==> src/hw/rtl/rbmm_pkg.sv <==
// ----------------------------------------------------------------------------
// rbmm_pkg
// Shared types and constants for the batched RNS modular matrix multiplier.
// ----------------------------------------------------------------------------
package rbmm_pkg;

  localparam int WORD_W    = 32;
  localparam int MOD_W     = WORD_W + 1;  // modulus zero stands for 2^32
  localparam int STEP_W    = 5;           // bit counter of the serial steps
  localparam int CFG_IDX_W = 3;
  localparam int CH_W      = 2;
  localparam int CHCNT_W   = 3;
  localparam int SIZE_W    = 4;
  localparam int BATCH_W   = 16;

  // Register indexes of the configuration channel
  localparam logic [CFG_IDX_W-1:0] REG_MODULUS_0     = 3'd0;
  localparam logic [CFG_IDX_W-1:0] REG_MODULUS_1     = 3'd1;
  localparam logic [CFG_IDX_W-1:0] REG_MODULUS_2     = 3'd2;
  localparam logic [CFG_IDX_W-1:0] REG_MODULUS_3     = 3'd3;
  localparam logic [CFG_IDX_W-1:0] REG_CHANNEL_COUNT = 3'd4;
  localparam logic [CFG_IDX_W-1:0] REG_MATRIX_SIZE   = 3'd5;
  localparam logic [CFG_IDX_W-1:0] REG_BATCH_COUNT   = 3'd6;

  typedef struct packed {
    logic [WORD_W-1:0] a_element;
    logic [WORD_W-1:0] b_element;
  } in_item_t;

  typedef struct packed {
    logic [WORD_W-1:0] product_element;
    logic              last_of_matrix;
    logic              last_of_job;
  } out_item_t;

  // Commands from the controller to the datapath
  typedef struct packed {
    logic load;       // take fresh operands from the stores
    logic amod_step;  // one bit of a mod p
    logic mul_step;   // one bit of (a mod p) * b mod p
    logic acc_add;    // fold the product into the accumulator
    logic acc_first;  // first term of a dot product
  } dp_cmd_t;

  typedef struct packed {
    logic emit;
    logic last_of_matrix;
    logic last_of_job;
  } ctrl_stat_t;

endpackage

==> src/hw/rtl/rbmm_ram.sv <==
// ----------------------------------------------------------------------------
// rbmm_ram
// Generic single-write, single-read RAM with registered read data.
// ----------------------------------------------------------------------------
module rbmm_ram #(
  parameter int WIDTH = 32,
  parameter int DEPTH = 64,
  parameter int AW    = (DEPTH > 1) ? $clog2(DEPTH) : 1
) (
  input  logic             clk_i,
  input  logic             we_i,
  input  logic [AW-1:0]    waddr_i,
  input  logic [WIDTH-1:0] wdata_i,
  input  logic [AW-1:0]    raddr_i,
  output logic [WIDTH-1:0] rdata_o
);

  logic [WIDTH-1:0] mem_q [DEPTH];
  logic [WIDTH-1:0] rdata_q;

  always_ff @(posedge clk_i) begin
    if (we_i) begin
      mem_q[waddr_i] <= wdata_i;
    end
    rdata_q <= mem_q[raddr_i];
  end

  assign rdata_o = rdata_q;

endmodule

==> src/hw/rtl/rbmm_dp.sv <==
// ----------------------------------------------------------------------------
// rbmm_dp
// Bit-serial modular multiply-accumulate datapath.
// ----------------------------------------------------------------------------
module rbmm_dp import rbmm_pkg::*; (
  input  logic              clk_i,
  input  logic              rst_ni,
  input  dp_cmd_t           cmd_i,
  input  logic [WORD_W-1:0] a_data_i,
  input  logic [WORD_W-1:0] b_data_i,
  input  logic [MOD_W-1:0]  modulus_i,
  output logic [WORD_W-1:0] acc_o
);

  logic [WORD_W-1:0] a_sh_q, a_sh_d, b_sh_q, b_sh_d;
  logic [WORD_W-1:0] rem_q, rem_d, prod_q, prod_d, acc_q, acc_d;
  logic [MOD_W-1:0]  rem_ext, dbl, dbl_red, sum, acc_sum, acc_base;

  always_comb begin
    a_sh_d  = a_sh_q;
    b_sh_d  = b_sh_q;
    rem_d   = rem_q;
    prod_d  = prod_q;
    acc_d   = acc_q;
    // a mod p: shift one bit of a in, subtract once
    rem_ext = {rem_q, a_sh_q[WORD_W-1]};
    // product: double, reduce, add a mod p where the bit of b is set, reduce
    dbl     = {prod_q, 1'b0};
    dbl_red = (dbl >= modulus_i) ? dbl - modulus_i : dbl;
    sum     = dbl_red + (b_sh_q[WORD_W-1] ? {1'b0, rem_q} : '0);
    acc_base = cmd_i.acc_first ? '0 : {1'b0, acc_q};
    acc_sum = acc_base + {1'b0, prod_q};
    if (cmd_i.load) begin
      a_sh_d = a_data_i;
      b_sh_d = b_data_i;
      rem_d  = '0;
      prod_d = '0;
    end
    if (cmd_i.amod_step) begin
      rem_d  = WORD_W'((rem_ext >= modulus_i) ? rem_ext - modulus_i : rem_ext);
      a_sh_d = {a_sh_q[WORD_W-2:0], 1'b0};
    end
    if (cmd_i.mul_step) begin
      prod_d = WORD_W'((sum >= modulus_i) ? sum - modulus_i : sum);
      b_sh_d = {b_sh_q[WORD_W-2:0], 1'b0};
    end
    if (cmd_i.acc_add) begin
      acc_d = WORD_W'((acc_sum >= modulus_i) ? acc_sum - modulus_i : acc_sum);
    end
  end

  always_ff @(posedge clk_i or negedge rst_ni) begin
    if (!rst_ni) begin
      acc_q <= '0;
    end else begin
      acc_q <= acc_d;
    end
  end

  always_ff @(posedge clk_i) begin
    a_sh_q <= a_sh_d;
    b_sh_q <= b_sh_d;
    rem_q  <= rem_d;
    prod_q <= prod_d;
  end

  assign acc_o = acc_q;

endmodule

==> src/hw/rtl/rbmm_ctrl.sv <==
// ----------------------------------------------------------------------------
// rbmm_ctrl
// Sequencer: element, batch and channel counters, matrix walk and MAC steps.
// ----------------------------------------------------------------------------
module rbmm_ctrl import rbmm_pkg::*; #(
  parameter int MAX_DIM = 8,
  parameter int DW      = $clog2(MAX_DIM + 1),
  parameter int ECW     = $clog2(MAX_DIM * MAX_DIM + 1),
  parameter int AW      = (MAX_DIM > 1) ? $clog2(MAX_DIM * MAX_DIM) : 1
) (
  input  logic               clk_i,
  input  logic               rst_ni,
  input  logic               accept_i,
  input  logic [DW-1:0]      dim_i,
  input  logic [ECW-1:0]     elems_i,
  input  logic [BATCH_W-1:0] batches_i,
  input  logic [CHCNT_W-1:0] channels_i,
  output logic               busy_o,
  output logic [AW-1:0]      waddr_o,
  output logic [AW-1:0]      a_raddr_o,
  output logic [AW-1:0]      b_raddr_o,
  output logic [CH_W-1:0]    channel_o,
  output dp_cmd_t            cmd_o,
  output ctrl_stat_t         stat_o
);

  typedef enum logic [2:0] {
    S_IDLE, S_READ, S_LOAD, S_AMOD, S_MUL, S_ACC, S_EMIT
  } state_e;

  state_e               state_q;
  logic [ECW-1:0]       elem_q, elem_next;
  logic [BATCH_W-1:0]   batch_q;
  logic [CH_W-1:0]      chan_q;
  logic [DW-1:0]        i_q, j_q, t_q, dim_last;
  logic [AW-1:0]        row_q, bptr_q;
  logic [STEP_W-1:0]    step_q;
  logic                 job_end_q, batch_wrap, chan_wrap, i_last, j_last, t_last;

  assign elem_next  = elem_q + ECW'(1);
  assign batch_wrap = ({1'b0, batch_q} + 17'd1) >= {1'b0, batches_i};
  assign chan_wrap  = ({1'b0, chan_q} + CHCNT_W'(1)) >= channels_i;
  assign dim_last   = dim_i - DW'(1);
  assign i_last     = (i_q == dim_last);
  assign j_last     = (j_q == dim_last);
  assign t_last     = (t_q == dim_last);

  always_ff @(posedge clk_i or negedge rst_ni) begin
    if (!rst_ni) begin
      state_q   <= S_IDLE;
      elem_q    <= '0;
      batch_q   <= '0;
      chan_q    <= '0;
      i_q       <= '0;
      j_q       <= '0;
      t_q       <= '0;
      row_q     <= '0;
      bptr_q    <= '0;
      step_q    <= '0;
      job_end_q <= 1'b0;
    end else begin
      unique case (state_q)
        S_IDLE: begin
          if (accept_i) begin
            if (elem_next >= elems_i) begin
              elem_q    <= '0;
              job_end_q <= batch_wrap && chan_wrap;
              i_q       <= '0;
              j_q       <= '0;
              t_q       <= '0;
              row_q     <= '0;
              bptr_q    <= '0;
              state_q   <= S_READ;
            end else begin
              elem_q <= elem_next;
            end
          end
        end
        S_READ: state_q <= S_LOAD;
        S_LOAD: begin
          step_q  <= '0;
          state_q <= S_AMOD;
        end
        S_AMOD: begin
          step_q <= step_q + STEP_W'(1);
          if (&step_q) begin
            state_q <= S_MUL;
          end
        end
        S_MUL: begin
          step_q <= step_q + STEP_W'(1);
          if (&step_q) begin
            state_q <= S_ACC;
          end
        end
        S_ACC: begin
          if (t_last) begin
            state_q <= S_EMIT;
          end else begin
            t_q     <= t_q + DW'(1);
            bptr_q  <= bptr_q + AW'(dim_i);
            state_q <= S_READ;
          end
        end
        S_EMIT: begin
          t_q     <= '0;
          state_q <= S_READ;
          if (j_last) begin
            j_q    <= '0;
            bptr_q <= '0;
            if (i_last) begin
              // matrix done: advance batch, then channel
              state_q <= S_IDLE;
              if (batch_wrap) begin
                batch_q <= '0;
                chan_q  <= chan_wrap ? '0 : chan_q + CH_W'(1);
              end else begin
                batch_q <= batch_q + BATCH_W'(1);
              end
            end else begin
              i_q   <= i_q + DW'(1);
              row_q <= row_q + AW'(dim_i);
            end
          end else begin
            j_q    <= j_q + DW'(1);
            bptr_q <= AW'(j_q + DW'(1));
          end
        end
        default: state_q <= S_IDLE;
      endcase
    end
  end

  assign busy_o    = (state_q != S_IDLE);
  assign waddr_o   = AW'(elem_q);
  assign a_raddr_o = row_q + AW'(t_q);
  assign b_raddr_o = bptr_q;
  assign channel_o = chan_q;

  always_comb begin
    cmd_o           = '0;
    cmd_o.load      = (state_q == S_LOAD);
    cmd_o.amod_step = (state_q == S_AMOD);
    cmd_o.mul_step  = (state_q == S_MUL);
    cmd_o.acc_add   = (state_q == S_ACC);
    cmd_o.acc_first = (t_q == '0);
    stat_o                = '0;
    stat_o.emit           = (state_q == S_EMIT);
    stat_o.last_of_matrix = i_last && j_last;
    stat_o.last_of_job    = i_last && j_last && job_end_q;
  end

endmodule

==> src/hw/rtl/rns_batched_matrix_mul_mod_top.sv <==
// ----------------------------------------------------------------------------
// rns_batched_matrix_mul_mod_top
// Batched m x m matrix product modulo per-channel RNS moduli.
// ----------------------------------------------------------------------------
// Feed element pairs (A[k], B[k]) in row-major order, channel-major then
// batch, one per start pulse while busy is low. An item that does not
// finish a matrix pair is written to the stores and busy stays low. The
// item that finishes it raises busy; the block then emits the m*m
// elements of C = A*B mod p row by row, each as a one-cycle strobe on
// out_valid_o that the receiver must take on that cycle. Every product
// term runs through one bit-serial modular MAC in these steps: store
// read, operand load, 32 steps of a mod p, 32 steps of the multiply and
// one accumulate; each element then ends with an emit. Modulus zero
// acts as 2^32. Configuration writes are always taken (cfg_ready_o is tied
// high) and belong in idle time only.
// ----------------------------------------------------------------------------
module rns_batched_matrix_mul_mod_top import rbmm_pkg::*; #(
  parameter int MAX_DIM      = 8,
  parameter int MAX_CHANNELS = 4
) (
  input  logic                 clk_i,
  input  logic                 rst_ni,
  input  logic                 start,
  output logic                 busy,
  input  in_item_t             in_i,
  output logic                 out_valid_o,
  output out_item_t            out_o,
  input  logic                 cfg_valid_i,
  output logic                 cfg_ready_o,
  input  logic [CFG_IDX_W-1:0] cfg_index_i,
  input  logic [WORD_W-1:0]    cfg_data_i
);

  localparam int DEPTH = MAX_DIM * MAX_DIM;
  localparam int DW    = $clog2(MAX_DIM + 1);
  localparam int ECW   = $clog2(DEPTH + 1);
  localparam int AW    = (DEPTH > 1) ? $clog2(DEPTH) : 1;

  logic [WORD_W-1:0]  modulus_q [4];
  logic [CHCNT_W-1:0] chcnt_q;
  logic [SIZE_W-1:0]  size_q;
  logic [BATCH_W-1:0] batch_cnt_q;

  logic               accept, cfg_we;
  logic [DW-1:0]      dim;
  logic [ECW-1:0]     elems;
  logic [BATCH_W-1:0] batches;
  logic [CHCNT_W-1:0] channels;
  logic [MOD_W-1:0]   modulus;
  logic [AW-1:0]      waddr, a_raddr, b_raddr;
  logic [CH_W-1:0]    channel;
  logic [WORD_W-1:0]  a_data, b_data, acc;
  dp_cmd_t            cmd;
  ctrl_stat_t         stat;

  assign cfg_ready_o = 1'b1;
  assign cfg_we      = cfg_valid_i && cfg_ready_o;
  assign accept      = start && !busy;

  // Hold the register file; writes land at once
  always_ff @(posedge clk_i or negedge rst_ni) begin
    if (!rst_ni) begin
      for (int k = 0; k < 4; k++) begin
        modulus_q[k] <= WORD_W'(2);
      end
      chcnt_q     <= CHCNT_W'(1);
      size_q      <= SIZE_W'(1);
      batch_cnt_q <= BATCH_W'(1);
    end else if (cfg_we) begin
      unique case (cfg_index_i)
        REG_MODULUS_0:     modulus_q[0] <= cfg_data_i;
        REG_MODULUS_1:     modulus_q[1] <= cfg_data_i;
        REG_MODULUS_2:     modulus_q[2] <= cfg_data_i;
        REG_MODULUS_3:     modulus_q[3] <= cfg_data_i;
        REG_CHANNEL_COUNT: chcnt_q      <= cfg_data_i[CHCNT_W-1:0];
        REG_MATRIX_SIZE:   size_q       <= cfg_data_i[SIZE_W-1:0];
        REG_BATCH_COUNT:   batch_cnt_q  <= cfg_data_i[BATCH_W-1:0];
        default: ;
      endcase
    end
  end

  // Clamp the register values into their working range; modulus zero maps to 2^32
  always_comb begin
    if (size_q == '0) begin
      dim = DW'(1);
    end else if (int'(size_q) > MAX_DIM) begin
      dim = DW'(MAX_DIM);
    end else begin
      dim = DW'(size_q);
    end
    if (chcnt_q == '0) begin
      channels = CHCNT_W'(1);
    end else if (int'(chcnt_q) > MAX_CHANNELS) begin
      channels = CHCNT_W'(MAX_CHANNELS);
    end else begin
      channels = chcnt_q;
    end
    batches = (batch_cnt_q == '0) ? BATCH_W'(1) : batch_cnt_q;
    elems   = ECW'(ECW'(dim) * ECW'(dim));
    modulus = (modulus_q[channel] == '0) ? {1'b1, {WORD_W{1'b0}}}
                                         : {1'b0, modulus_q[channel]};
  end

  rbmm_ram #(.WIDTH(WORD_W), .DEPTH(DEPTH), .AW(AW)) u_left_store (
    .clk_i   (clk_i),
    .we_i    (accept),
    .waddr_i (waddr),
    .wdata_i (in_i.a_element),
    .raddr_i (a_raddr),
    .rdata_o (a_data)
  );

  rbmm_ram #(.WIDTH(WORD_W), .DEPTH(DEPTH), .AW(AW)) u_right_store (
    .clk_i   (clk_i),
    .we_i    (accept),
    .waddr_i (waddr),
    .wdata_i (in_i.b_element),
    .raddr_i (b_raddr),
    .rdata_o (b_data)
  );

  rbmm_ctrl #(.MAX_DIM(MAX_DIM), .DW(DW), .ECW(ECW), .AW(AW)) u_ctrl (
    .clk_i      (clk_i),
    .rst_ni     (rst_ni),
    .accept_i   (accept),
    .dim_i      (dim),
    .elems_i    (elems),
    .batches_i  (batches),
    .channels_i (channels),
    .busy_o     (busy),
    .waddr_o    (waddr),
    .a_raddr_o  (a_raddr),
    .b_raddr_o  (b_raddr),
    .channel_o  (channel),
    .cmd_o      (cmd),
    .stat_o     (stat)
  );

  rbmm_dp u_dp (
    .clk_i     (clk_i),
    .rst_ni    (rst_ni),
    .cmd_i     (cmd),
    .a_data_i  (a_data),
    .b_data_i  (b_data),
    .modulus_i (modulus),
    .acc_o     (acc)
  );

  // Drive the result transfer straight from the accumulator register
  assign out_valid_o           = stat.emit;
  assign out_o.product_element = acc;
  assign out_o.last_of_matrix  = stat.last_of_matrix;
  assign out_o.last_of_job     = stat.last_of_job;

endmodule

==> config.mk <==
export PLATFORM = sky130hd
export DESIGN_NAME = rns_batched_matrix_mul_mod_top
export DESIGN_NICKNAME = d
export VERILOG_FILES = /design/src/hw/rtl/rbmm_pkg.sv /design/src/hw/rtl/rbmm_ram.sv /design/src/hw/rtl/rbmm_dp.sv /design/src/hw/rtl/rbmm_ctrl.sv /design/src/hw/rtl/rns_batched_matrix_mul_mod_top.sv
export SDC_FILE = /design/constraint.sdc
export NUM_CORES = 2
export LEC_CHECK = 0
export BUFFER_PORTS_ARGS = -buffer_cell sky130_fd_sc_hd__buf_2
export CAP_MARGIN = 20
export CORE_MARGIN = 2
export CORE_UTILIZATION = 39
export DETAILED_ROUTE_END_ITERATION = 8
export SYNTH_ARGS = -nofsm -noshare
export SYNTH_HDL_FRONTEND = slang
export SYNTH_SLANG_ARGS = --single-unit
==> constraint.sdc <==
create_clock -name clk_i -period 16.3 [get_ports clk_i]
set_input_delay 3.26 -clock clk_i [delete_from_list [all_inputs] [get_ports clk_i]]
set_output_delay 3.26 -clock clk_i [all_outputs]
set_load 0.01 [all_outputs]
# After elaboration in Yosys (flattened, before gate mapping)
# Memory sizes are Yosys's and may differ from the RTL's. A register that Yosys moved wholly into a read port is not among the register bits.
# Cells that the tools add are included.
# totals
register_bits	369
latchBits	0
ram_bits	4096
rom_bits	0
input_bits	103
n_memories	2
# op_classes
addsub	20
multipliers	1
div_mod_pow	0
magnitude_cmp	10
n_eq_ne	22
shifts	0
mux	53
bitwise_logic	1
reduce_logical	35
# memory_table
name	words	word_bits	read_ports	rd_clocked_by_memory_dff	write_ports	line_no	text
u_left_store.mem_q	64	32	1	1	1	rbmm_ram.sv:18	logic [WIDTH-1:0] mem_q [DEPTH];
u_right_store.mem_q	64	32	1	1	1	rbmm_ram.sv:18	
# ops
op	count
$mux W32	14
$ge A33 B33 Y1	4
$sub A32 B32 Y32	3
$mux W33	2
$bmux W32 S2	1
$mux W6	6
$add A32 B32 Y33	1
$add A33 B32 Y33	1
$sub A33 B33 Y33	1
$logic_not A32 Y1	1
$mux W16	2
$mux W4	8
$mux W3	8
$pmux W3 S7	1
$add A6 B4 Y6	3
$eq A3 B3 Y1 const B	6
$pmux W6 S3	1
$add A16 B1 Y17 const B	1
$ge A17 B16 Y1	1
$add A16 B1 Y16 const B	1
$logic_not A16 Y1	1
$pmux W4 S2	2
$reduce_and A2 Y1	8
$add A4 B1 Y4 const B	3
34 further kinds	62

# Depth between registers and ports, before layout
# logic_depth
ltp_word	12
mapped_depth	40

# By module
# Synthesis repeated with hierarchy kept, for this count alone.
# unflattened
cells_unflattened	9719
area_unflattened_um2	186198.6
# by_module_without_submodules
mod	n_inst	cells_per_inst	area_each_um2	seq_area_each_um2
rbmm_ram at u_right_store	1	3324	78515.3	62139.6
rbmm_ram at u_left_store	1	3324	78512.8	62139.6
rbmm_dp	1	2132	17878.4	4624.4
rns_batched_matrix_mul_mod_top	1	433	6804.0	3787.4
rbmm_ctrl	1	506	4488.1	1451.4

# Worst setup path after synthesis
# No wires, ideal clock.
# synth_path
path_kind	reg2reg
start	reg u_ctrl.chan_q[0], in the netlist u_ctrl.channel_o[0]
end	reg u_dp.prod_q[1], data pin
arrival_ns	8.346
t_required_ns	16.153
slack_ns	7.808
stages_incl_launch_ff	38
path_buffers	6
period_less_slack_ns	8.492
cell_sequence	dfrtp_1 > buf_6 > buf_1 > mux4_2 > inv_1 > ha_1 > a21o_1 > a21o_1 > a221oi_1 > o31ai_4 > a311oi_2 > o21ai_2 > a21oi_4 > o21ai_4 > buf_6 > and2_1 > ha_1 > inv_1 > [... 2 more ...] > o31a_1 > or4_1 > a311o_1 > a21oi_1 > nand4b_1 > a21boi_0 > o31a_1 > ha_1 > clkbuf_1 > nand4_1 > o21bai_1 > a211oi_1 > o2111a_1 > o211a_1 > buf_2 > clkbuf_1 > o21ai_0 > a21oi_1
# synth_between
elab_chain_len	12
word_cells_on_any_way	14
# synth_rtl
element	line_no	text
start, declared	rbmm_ctrl.sv:34	logic [CH_W-1:0] chan_q;
start signal, assigned	rbmm_ctrl.sv:116	chan_q <= chan_wrap ? '0 : chan_q + CH_W'(1);
$not A2 Y3 (implied by the code) (*)	rns_batched_matrix_mul_mod_top.sv:101, rns_batched_matrix_mul_mod_top.sv:102	
$bmux W32 S2 (*)	rns_batched_matrix_mul_mod_top.sv:101, rns_batched_matrix_mul_mod_top.sv:102	
$mux W32 (implied by the code) (*) (2 in series)	rns_batched_matrix_mul_mod_top.sv:101, rns_batched_matrix_mul_mod_top.sv:102	
$logic_not A32 Y1	rns_batched_matrix_mul_mod_top.sv:101	modulus = (modulus_q[channel] == '0) ? {1'b1, {WORD_W{1'b0}}}
$mux W33 (*)	rns_batched_matrix_mul_mod_top.sv:101	
$sub A33 B33 Y33 or $ge A33 B33 Y1 (tied branches)	rbmm_dp.sv:29	dbl_red = (dbl >= modulus_i) ? dbl - modulus_i : dbl;
$mux W33	rbmm_dp.sv:29	
$add A33 B32 Y33	rbmm_dp.sv:30	sum = dbl_red + (b_sh_q[WORD_W-1] ? {1'b0, rem_q} : '0);
$sub A32 B32 Y32 or $ge A33 B33 Y1 (tied branches)	rbmm_dp.sv:44	prod_d = WORD_W'((sum >= modulus_i) ? sum - modulus_i : sum);
$mux W32 (*)	rbmm_dp.sv:44	
$mux W32 (*)	rbmm_dp.sv:43	if (cmd_i.mul_step) begin
end signal, assigned	rbmm_dp.sv:64	prod_q <= prod_d;
end, declared	rbmm_dp.sv:16	logic [WORD_W-1:0] rem_q, rem_d, prod_q, prod_d, acc_q, acc_d;
# Every way passes the cells marked *; elsewhere a longest branch is shown, timed or not. The select of a mux whose other input is x is not followed.
# A chain may end at the register's enable or synchronous reset.

# Final worst setup path
# layout_path
start	reg u_ctrl.chan_q[0], in the netlist u_ctrl.channel_o[0]
end	reg u_dp.prod_q[11], data pin
# The elaborated chain is that of the path after synthesis.

==> flow_summary_export.csv <==
group,metric,value,unit
yosys,synth.largest_area_cell,"edfxtp_1",
place,place_ws,5660,ps
critical_path,required,17090,ps
yosys,yosys_register_bits,4529,
timing,period_minus_slack,10550,ps
critical_path,critPathCaptureType,"flip-flop",
place,dp_cells,15000,
final_layout,finish.utilization,0.443,
route,via_count,93100,
critical_path,max_stage_delay,650,ps
clocking,post_cts_buffers,0,
yosys,yosysUniqueCellTypes,88,
final_layout,syn_to_final_growth,13.1,%
timing,fmax,0.0948,GHz
timing,finalMaxSlewViolations,0,
timing,worstMarginPinSlew,1270,ps
timing,hold_violations,0,
clocking,hold_buffers,0,
die,die_h,692,µm
clocking,worstSkewPairLatency,1010,ps
route,wl_per_cell,31.6,µm
power,power.total,29.8,mW
critical_path,worst_setup_path_start_kind,"flip-flop",
yosys,ys_seq_area_frac,0.727,
critical_path,arrival,11340,ps
timing,fin_ws,5750,ps
yosys,synth-edff-count,4222,
clocking,htree_levels,5,
yosys,synth-simple-area-share,0.0227,
route,wirelength,500000,µm
place,gp_congestion,0.838,
die,die_area,0.478,mm²
final_layout,nNetsFinal,9581,
clocking,cts_tree,"built",
clocking,cts_resized,0,
global_routing,grt_start_max_net_pins,117,
critical_path,path_class,"flip-flop to flip-flop",
yosys,synthArstFlopShare,0.0532,
timing,rsz0062_at_grt,"false",
power,p_leak,66.2,nW
yosys,synth_top_area_frac,0.688,
yosys,synthXorXnorAreaFrac,0.00983,
clocking,cts_sinks,4529,
yosys,synth.avg_cell_area,20.9,µm²
clocking,cts_buffers,445,
power,ir_worst_vdd,0.134,mV
route,drt_iter0_markers,10900,
yosys,synth-main-ff-cell,"edfxtp_1",
global_routing,antenna_found_initial,53,
power,power.density,143,mW/mm²
route,dr.pass1.iters,7,
timing,setup_tns,0,ps
yosys,synth-compound-area-share,0.0300,
critical_path,slowest_stage,"mux4_2",
min_path,hp-class,"flip-flop to flip-flop",
final_layout,layout-drive-gt1-share,0.278,
final_layout,instances_no_fill,15900,
yosys,yosys-top-cells-area,"edfxtp_1, mux4_2, dfrtp_1",
die,core_area,0.471,mm²
route,drc_errors,0,
die,die_w,692,µm
yosys,synthMuxAreaShare,0.181,
place,port_buffers,138,
critical_path,critPathMaxFanout,54,
yosys,synthAdderAreaFrac,0.0179,
timing,final-setup-viol-count,0,
global_routing,grt_pass1_wl,706000,µm
die,start_util,0.391,
yosys,syn_inst,8842,
global_routing,grtUsageTotal,0.205,
clocking,clock-root-buffer,"clkbuf_16",
clocking,clkTransAtPathRegs,60,ps
clocking,clk_path_buf_depth,4,
route,ant_nets,0,
timing,period_share,0.647,
route,viasPerCell,5.87,
timing,skew,80.6,ps
die,io_pins,140,
flow_run,maxCapViolCount,0,
global_routing,grt_overflow,0,
run_status,status,"finished, final reports clean",
place,dp_hpwl,275000,µm
timing,slew_headroom,0.152,
global_routing,grt_pass1_vias,93400,
yosys,synth_top_family_by_area,"multiplexers",
die,rows,252,
yosys,synth-warning-count,0,
yosys,synthesis.area,0.184,mm²
metal layers:
layer  global-route usage  wire (µm)  up-vias
li1                     -          -    37800
met1                0.281     201000    50500
met2                0.342     247000     3931
met3               0.0320      38000      779
met4               0.0556      14100       24
met5                    0        128        -
through the flow:
step                      area (µm²)  hold slack (ps)
after floorplan               184000              401
after global placement        194000              416
after detailed placement      194000              418
after CTS                     208000              430
after global routing          209000              488
final                         209000              431
logic make-up (layout without fill, tap and decap cells):
group / Yosys count / in the layout
and+or+nand+nor: 859 / 859
xor gates and xnor gates: 207 / 207
muxes: 1587 / 1587
DFF: 4529 / 4529
AOI/OAI and AO/OA: 853 / 853
adders and majority gates: 258 / 258
other: 2 / 22
buffers and inverters: 547 / 1312
registers in the layout (all words and copies together) (netlist names), 5 cells and up:
name,flops
u_left_store.rdata_o,32
u_right_store.mem_q,2048
u_dp.rem_q,32
u_ctrl.elem_q,7
batch_cnt_q,16
u_dp.acc_o,32
u_ctrl.batch_q,16
u_ctrl.row_q,6
u_ctrl.step_q,5
u_ctrl.b_raddr_o,6
u_dp.b_sh_q,32
u_dp.prod_q,32
modulus_q,128
u_right_store.rdata_o,32
u_left_store.mem_q,2048
u_dp.a_sh_q,32
power by group:
group / switching (mW) / total [mW] / internal (mW)
logic: 3.53 / 6.20 / 2.67
clock network: 4.44 / 10.3 / 5.91
registers: 0.235 / 13.3 / 13.0
total: 8.20 / 29.8 / 21.6
cell usage after synthesis (all sizes together) (50+ instances only):
cell	count
dfxtp	66
ha	248
edfxtp	4222
xnor2	127
mux4	1375
nor2b	65
a22o	63
mux2	162
o21ai	207
buf	138
nand3	92
mux2i	50
dfrtp	234
a21oi	249
a21o	107
xor2	80
clkbuf	294
nand2	207
nor2	239
inv	115
worst max-delay path, delay by kind of cell (launching register included):
| family | cells | cell delay [ps] |
|---|---|---|
| AOI/OAI and AO/OA | 19 | 4870 |
| buffers and inverters | 5 | 1680 |
| and+or+nand+nor | 7 | 1430 |
| adders and majority gates | 4 | 1110 |
| muxes | 1 | 650 |
| DFF | 1 | 330 |
| xor gates and xnor gates | 1 | 190 |
cell usage in the layout, fill, tap and decap left out, drive strengths merged, types with 13 or more instances in the layout:
cell	instances
ha	248
buf	362
mux2	162
o21bai	23
diode	19
nand2	207
dfrtp	234
a211o	13
a211oi	37
mux4	1375
xor2	80
o21a	30
clkinv	190
dfxtp	66
o211ai	13
a31oi	19
nor2b	65
and3	25
nor4	14
nand4	41
nor2	239
bufinv	45
a22o	63
nor3	39
nand2b	21
inv	129
or2	15
or3	13
edfxtp	4222
a21oi	249
clkbuf	573
clkinvlp	13
a21o	107
xnor2	127
o21ai	207
mux2i	50
nand3	92
and2	45
layout make-up:
| type | count | area (µm²) |
|---|---|---|
| Fill cell | 39500 | 262000 |
| Sequential cell | 4529 | 134000 |
| Multi-Input combinational cell | 3767 | 48800 |
| Clock buffer | 573 | 12000 |
| Tap cell | 6223 | 7790 |
| Clock inverter | 262 | 2770 |
| Timing Repair Buffer | 362 | 2670 |
| Inverter | 115 | 432 |
| Antenna cell | 19 | 47.5 |
worst paths after layout:
path	startpoint	to	slack, ps	cells after the start
setup reg to reg	u_ctrl.channel_o[0]	u_dp.prod_q[11]	5750	37
hold / removal	u_right_store.rdata_o[0]	u_dp.b_sh_q[0]	430	2
hold reg to reg	u_right_store.rdata_o[0]	u_dp.b_sh_q[0]	430	2
max in group asynchronous	rst_ni	u_ctrl.b_raddr_o[3]	11600	3
min in group asynchronous	rst_ni	u_dp.acc_o[15]	2370	1
setup / recovery	u_ctrl.channel_o[0]	u_dp.prod_q[11]	5750	37
(Power assumes the default switching activity.)
